File: config.mk
export PLATFORM = sky130hd
export DESIGN_NAME = hgns_ram
export DESIGN_NICKNAME = d
export VERILOG_FILES = /design/src/hdl/hgns_ram.sv
export SDC_FILE = /design/constraint.sdc
export NUM_CORES = 1
export LEC_CHECK = 0
export ABC_AREA = 1
export BUFFER_PORTS_ARGS = -buffer_cell sky130_fd_sc_hd__buf_2
export CAP_MARGIN = 20
export CELL_PAD_IN_SITES_DETAIL_PLACEMENT = 1
export CELL_PAD_IN_SITES_GLOBAL_PLACEMENT = 1
export CORE_MARGIN = 4
export CORE_UTILIZATION = 52
export DETAILED_ROUTE_END_ITERATION = 10
export GPL_ROUTABILITY_DRIVEN = 0
export MAX_ROUTING_LAYER = met4
export PLACE_DENSITY_LB_ADDON = 0.1
export SKIP_LAST_GASP = 1
export SYNTH_ARGS = -nofsm -noshare
export SYNTH_HDL_FRONTEND = slang
export SYNTH_SLANG_ARGS = --single-unit
File: constraint.sdc
create_clock -name clk_i -period 2.9 [get_ports clk_i]
set_input_delay 0.145 -clock clk_i [delete_from_list [all_inputs] [get_ports clk_i]]
set_output_delay 0.145 -clock clk_i [all_outputs]
set_load 0.005 [all_outputs]
File: src/hdl/hgns_ram.sv
// ----------------------------------------------------------------------------
// Hash grid neighbor search RAM
// Simple dual-port RAM, one write and one registered read port.
// ----------------------------------------------------------------------------
module hgns_ram #(
  parameter int WIDTH = 8,
  parameter int DEPTH = 16
) (
  input  logic                     clk_i,
  input  logic                     we_i,
  input  logic [$clog2(DEPTH)-1:0] waddr_i,
  input  logic [WIDTH-1:0]         wdata_i,
  input  logic [$clog2(DEPTH)-1:0] raddr_i,
  output logic [WIDTH-1:0]         rdata_o
);

  logic [WIDTH-1:0] mem [DEPTH];

  always_ff @(posedge clk_i) begin
    if (we_i) begin
      mem[waddr_i] <= wdata_i;
    end
    rdata_o <= mem[raddr_i];
  end

endmodule

# Yosys cells after proc, flatten, opt, wreduce, memory -nomap -nowiden
# Memory sizes are Yosys's and may differ from the RTL's. A register that Yosys moved wholly into a read port is not among the register bits.
# Cells that the tools add are included.
# totals
ff_bits	0
mem_bits_rw	128
in_bits	18
output_inout_bits	8
memories	1
# op_classes
n_mux	2
# memory_table
name	words	width	rd	rd_clocked_by_memory_dff	write_ports	line_no	source
mem	16	8	1	1	1	17	logic [WIDTH-1:0] mem [DEPTH];
# ops
op	n
$mux W1	2

# Longest topological paths before layout
# Gate-level depths: netlist (run 1).
# logic_depth
word_depth	2
depth_mapped	8

# Least setup slack after synthesis (run 1)
# OpenSTA, ideal clock, no wires.
# synth_path
path_type	in2reg
startpoint	input port waddr_i[2]
endpoint	memory mem[10][0] (enable)
setup_ns	0.370
arrival_time_ns	0.726
setup_slack_ns	1.804
path_stages	2
path_cell_list	nand3b_1 > nor2_1
# synth_lines
item	line_no	source
start, declared	11	input logic [$clog2(DEPTH)-1:0] waddr_i,
end, declared	17	
# Straight into the memory's write port.

==> reports/metrics.cfg, run 1 <==
[logic_synthesis]
ys_types=12
synth_mux_area_share_pct=0
ys_warn_count=0
synth_top_family_by_area=simple AND/OR/NAND/NOR gates
synth-xor-area-share_pct=0
synth_top_area_share_pct=66.7
synth_top_area_cell=edfxtp_1
synth_flop_cell=edfxtp_1
synth_compound_area_share_pct=0
synth_cells=551
synthTopCellsByCount=nand2_1 (173), edfxtp_1 (128), inv_1 (100)
synth_top_cells_by_area=edfxtp_1 (67%), nand2_1 (11%), nand3_1 (8.4%)
synth_fa_ha_area_share_pct=0
synthMostInstantiatedCell=nand2_1
ys_seq_area_share_pct=69.4
synthArstFlopShare_pct=0
synthesis.area_per_instance_um2=10.5
synth_enable_flop_cells=128
synth.net_count=569
ys_seq_elements=136
synth_area_um2=5770
synth-simple-area-share_pct=21.0

[cells_and_area]
design_area_um2=6530
utilization_pct=60.2
layout.nets=593
drive_gt1_share_pct=9.20
n_antenna_cell=0
area_growth_pct=13.2

[place]
dp_slack_ns=1.26
postPlaceCellArea_um2=5940
io_buffers=25
dp_hpwl_mm=8.46

[pwr]
p_per_area_nw_per_um2=708
ir_drop_mv=0.389
leakagePower_nw=2.81

[grt]
grt_pass1_vias=3959
grt_max_degree=65
grt_first_pass_wirelength_mm=22.3
overflow=0
grt_antenna_before_repair=0
grt.total_usage_pct=24.4

[drt]
wl_mm=14.1
via_count=3825
drc=0
drt_pass1_iterations=5
initialDrtViolationCount=277
drt-vias-per-instance=5.26
wl_per_cell_um=19.4
ant_nets=0

[timing]
fmax_ghz=0.870
finClkSkew_ns=0.00316
finalHoldViolCount=0
relSlewSlack_pct=37.9
fin_setup_tns_ns=0
fin_crit_ns=1.15
tightest_slew_ns=0.928
rsz0062_at_grt=false
setup_ws_ns=1.75
setup_viol=0
fin_crit_sh_pct=39.7
holdWs_ns=0.0551
maxSlewViolCount=0

[cts]
h-tree-depth=4
root_buffer=clkbuf_8
cts_tree=done
holdBufCountCts=1
clkLatencyLatePin_ns=0.52
path_clk_slew_ns=0.06
clock-sinks=136
cts_setup_buffers=0
numCtsBuffers=17
cts_buffer_depth=2
cts_resized=0

[job]
drv_cap=0

[setup_path]
cp.arrival_ns=1.56
end_kind=flop
start_kind=primary input
crit_type=in2reg
path_max_fanout=64
cp_data_required_time_ns=3.30
rrSetupSlack_ns=1.78

[floorplan]
chipWidth_um=113
rows=38
die_h_um=113
start_util_pct=53.2
die-area_um2=12800
fp.coreArea_um2=10800
ioPinCount=26

[status]
outcome=finished, final reports clean

[hold_path]
hp-class=in2reg

sequential cells by signal, summed over array words and instances, names as in the netlist:
signal   count
mem        128
rdata_o      8
worst paths after layout:
kind,startpoint,endpoint,depth (start not counted)
setup / recovery,raddr_i[0],rdata_o[2],7
hold / removal,wdata_i[3],mem[10][3],1
setup reg to reg,mem[12][0],rdata_o[0],6
hold reg to reg,mem[7][2],rdata_o[2],6
worst max-delay path, stage by stage:
cell	delay [ns]
buf_2	0.10
buf_4	0.57
nand2_1	0.13
nand3_1	0.11
nand3_1	0.16
nand3_1	0.22
nand2_1	0.07
cells in the final DEF (no fill, tap or decap):
cell           count
clkbuf_8           1
nand3_1           97
inv_2              2
clkinvlp_4         2
dfxtp_1            8
nor2_1            17
buf_4              2
clkbuf_16         16
bufinv_16          4
nand3b_1           2
clkbuf_1           3
dlygate4sd3_1      1
nand2_1          173
edfxtp_1         128
clkinv_2           1
inv_1            100
buf_2             25
buf_12             1
clkinv_1           4
routing by layer:
layer | up-vias | routed length, um | GRT usage (%) | part of all wire [%]
met5 | - | 0 | - | 0
met4 | 0 | 314 | 8.41 | 2.2
met3 | 25 | 693 | 5.03 | 4.9
met2 | 97 | 6840 | 37.2 | 48
met1 | 1883 | 6290 | 32.9 | 44
li1 | 1820 | - | - | -
metrics by stage:
stage	instances	total power [mW]
final	727	4.62
after detailed placement	695	2.52
after global placement	695	2.50
after global routing	727	4.78
after CTS	727	4.64
after floorplan	551	2.41
power breakdown:
part	internal, mW	leakage, nW	switching, mW
logic	0.0726	1.31	0.198
clock network	1.38	0.275	0.761
registers	2.20	1.22	0.0116
total	3.65	2.81	0.970
area by class of cell:
| type | count | area [um2] |
|---|---|---|
| fillers | 1181 | 4310 |
| flip-flops and latches | 136 | 4000 |
| multi-input cells | 289 | 1210 |
| clock buffers | 20 | 425 |
| inverters | 102 | 383 |
| well taps | 140 | 175 |
| repair buffers | 29 | 170 |
| clock inverters | 11 | 155 |
logic make-up after synthesis:
| kind of cell | after synthesis |
|---|---|
| flops | 136 |
| buf+inv | 126 |
| simple gates | 289 |
No activity file was read; power rests on OpenSTA's default activity.
==> run 2, diff against run 1 <==
Settings changed: CORE_UTILIZATION 52 to 44.
Clock period 2.9 ns to 1 ns, I/O delays scaled along.
==> reports/metrics.cfg, run 2 (synthesis results as in run 1) <==
[setup_path]
worstReg2RegStart=mem[3][7]
critPathBufInv=1  ; -1
path_max_fanout=1  ; -98%
slowest_stage=edfxtp_1
crit_type=reg2reg
end_kind=flop
cpLargestDelayFamily=simple AND/OR/NAND/NOR gates
startpoint=mem[3][7]
cp.arrival_ns=1.26  ; -0.30 ns
max_stage_delay_ns=0.36  ; -0.21 ns
cp_data_required_time_ns=1.30  ; -2.00 ns
crit_chain=inv_1 > nand2_1 > nand3_1 > nand3_2 > nand3_2 > nand2_1
start_kind=flop

[timing]
holdWs_ns=0.0174  ; -0.0377 ns
finalHoldViolCount=0  ; unchanged
tightest_slew_ns=0.454  ; -0.474 ns
fin_crit_ns=0.955
rsz0062_at_grt=true
setup_ws_ns=0.0445  ; -1.71 ns
relSlewSlack_pct=69.7  ; +32 points
fin_setup_tns_ns=0  ; unchanged
fin_crit_sh_pct=95.5
setup_viol=0  ; unchanged
finClkSkew_ns=0.00759  ; +0.00443 ns
maxSlewViolCount=0  ; unchanged
fmax_ghz=1.05

[drt]
wl_per_cell_um=19.3  ; -0.90%
wl_mm=15.1  ; +6.7%
via_count=3928  ; +2.7%
drt_pass1_iterations=4  ; -1
drt-vias-per-instance=5.02  ; -4.7%
initialDrtViolationCount=317  ; +14%
ant_nets=0  ; unchanged
drc=0  ; unchanged

[place]
dp_hpwl_mm=9.92  ; +17%
io_buffers=25  ; unchanged
dp_slack_ns=-0.202  ; -1.46 ns

[cts]
clkLatencyLatePin_ns=0.41  ; -0.11 ns
cts_buffer_depth=2  ; unchanged
numCtsBuffers=17  ; unchanged
cts_setup_buffers=0  ; unchanged
path_clk_slew_ns=0.05  ; about the same
clock-sinks=136  ; unchanged
root_buffer=clkbuf_16
holdBufCountCts=0  ; -1
h-tree-depth=4  ; unchanged
cts_tree=done

[cells_and_area]
final_common_cell=nand2_1
drive_gt1_share_pct=20.6  ; +11 points
final_cell_mix=nand2_1 (165), edfxtp_1 (128), inv_1 (100)
n_fill_cell=1416  ; +20%
layout.nets=616  ; +3.9%
top_register=mem
reg_top3=mem (128), rdata_o (8)
largest_reg_flops=128  ; unchanged
utilization_pct=54.9  ; -5.3 points
area_growth_pct=21.2
n_antenna_cell=0  ; unchanged

[grt]
overflow=0  ; unchanged
grt_max_degree=40  ; -38%
grt_pass1_vias=4026  ; +1.7%
grt.total_usage_pct=22.3  ; -2.1 points
grt_first_pass_wirelength_mm=23.3  ; +4.5%
grt_antenna_before_repair=0  ; unchanged

[job]
drv_cap=0  ; unchanged

[floorplan]
die-area_um2=15000  ; +17%
rows=41  ; +7.9%
fp.coreArea_um2=12700  ; +17%
die_h_um=122  ; +8.1%
start_util_pct=45.3  ; -7.9 points
ioPinCount=26  ; unchanged
chipWidth_um=122  ; +8.1%

[hold_path]
min-delay-start=raddr_i[3]
hp-class=in2reg

[status]
outcome=finished, final reports clean

[pwr]
p_per_area_nw_per_um2=1850  ; +160%
leakagePower_nw=3.03  ; +7.7%
ir_drop_mv=1.18  ; +200%

## run 2: changes by cell type in the layout (fill, tap and decap cells not counted), moves of 3 or more
cell,delta
nand3_2,+38
buf_12,+7
buf_4,+17
bufinv_16,-3
nand2_2,+8
nand2_1,-8
nand3_1,-39
clkinv_2,+4
## run 2: tightest hold or removal path, delay by kind of cell
family                 cells  cell delay (ns)
buffers and inverters      1             0.19
and+or+nand+nor            2             0.15
## run 2: routing by layer
metal | global-route usage [%] | share of wire (%)
met3 | 3.50 | 3.3
met5 | - | 0
met2 | 36.1 | 50
met4 | 6.72 | 1.3
met1 | 29.4 | 46
## run 2: path summary, 6_finish.rpt
| path | end | slack (ns) | depth (start not counted) |
|---|---|---|---|
| worst max-delay path | rdata_o[7] | 0.04 | 6 |
| worst min register to register | rdata_o[3] | 0.68 | 6 |
| worst min-delay path | rdata_o[7] | 0.02 | 3 |
| worst max register to register | rdata_o[7] | 0.04 | 6 |
## run 2: final cells by class
cell class                 instances  area (um2)  area share (%)
multi-input combinational        289        1440            20.6
timing repair buffer              52         428            6.12
inverter                         102         383            5.48
sequential                       136        4000            57.3
clock inverter                    12        85.1            1.22
tap                              172         215            3.08
clock buffer                      20         437            6.25
## run 2: power by group
group / internal [mW] / total, mW / switching, mW / leakage (nW)
Clock: 3.35 / 5.55 / 2.20 / 0.253
Combinational: 0.309 / 0.953 / 0.644 / 1.55
Sequential: 6.38 / 6.41 / 0.0357 / 1.22
Total: 10.0 / 12.9 / 2.88 / 3.03
## run 2: stage by stage
step / instances / area (um2) / power [mW]
global route: 783 / 6990 / 13.4
CTS: 783 / 6800 / 12.9
finish: 783 / 6990 / 12.9
global placement: 751 / 6240 / 7.40
detailed placement: 751 / 6240 / 7.42
floorplan: 551 / 5770 / 6.97
## run 2: what timing repair did
action	in CTS	in global routing
pin swaps	1	10
resized for setup	7	41
setup endpoints to repair	4	8
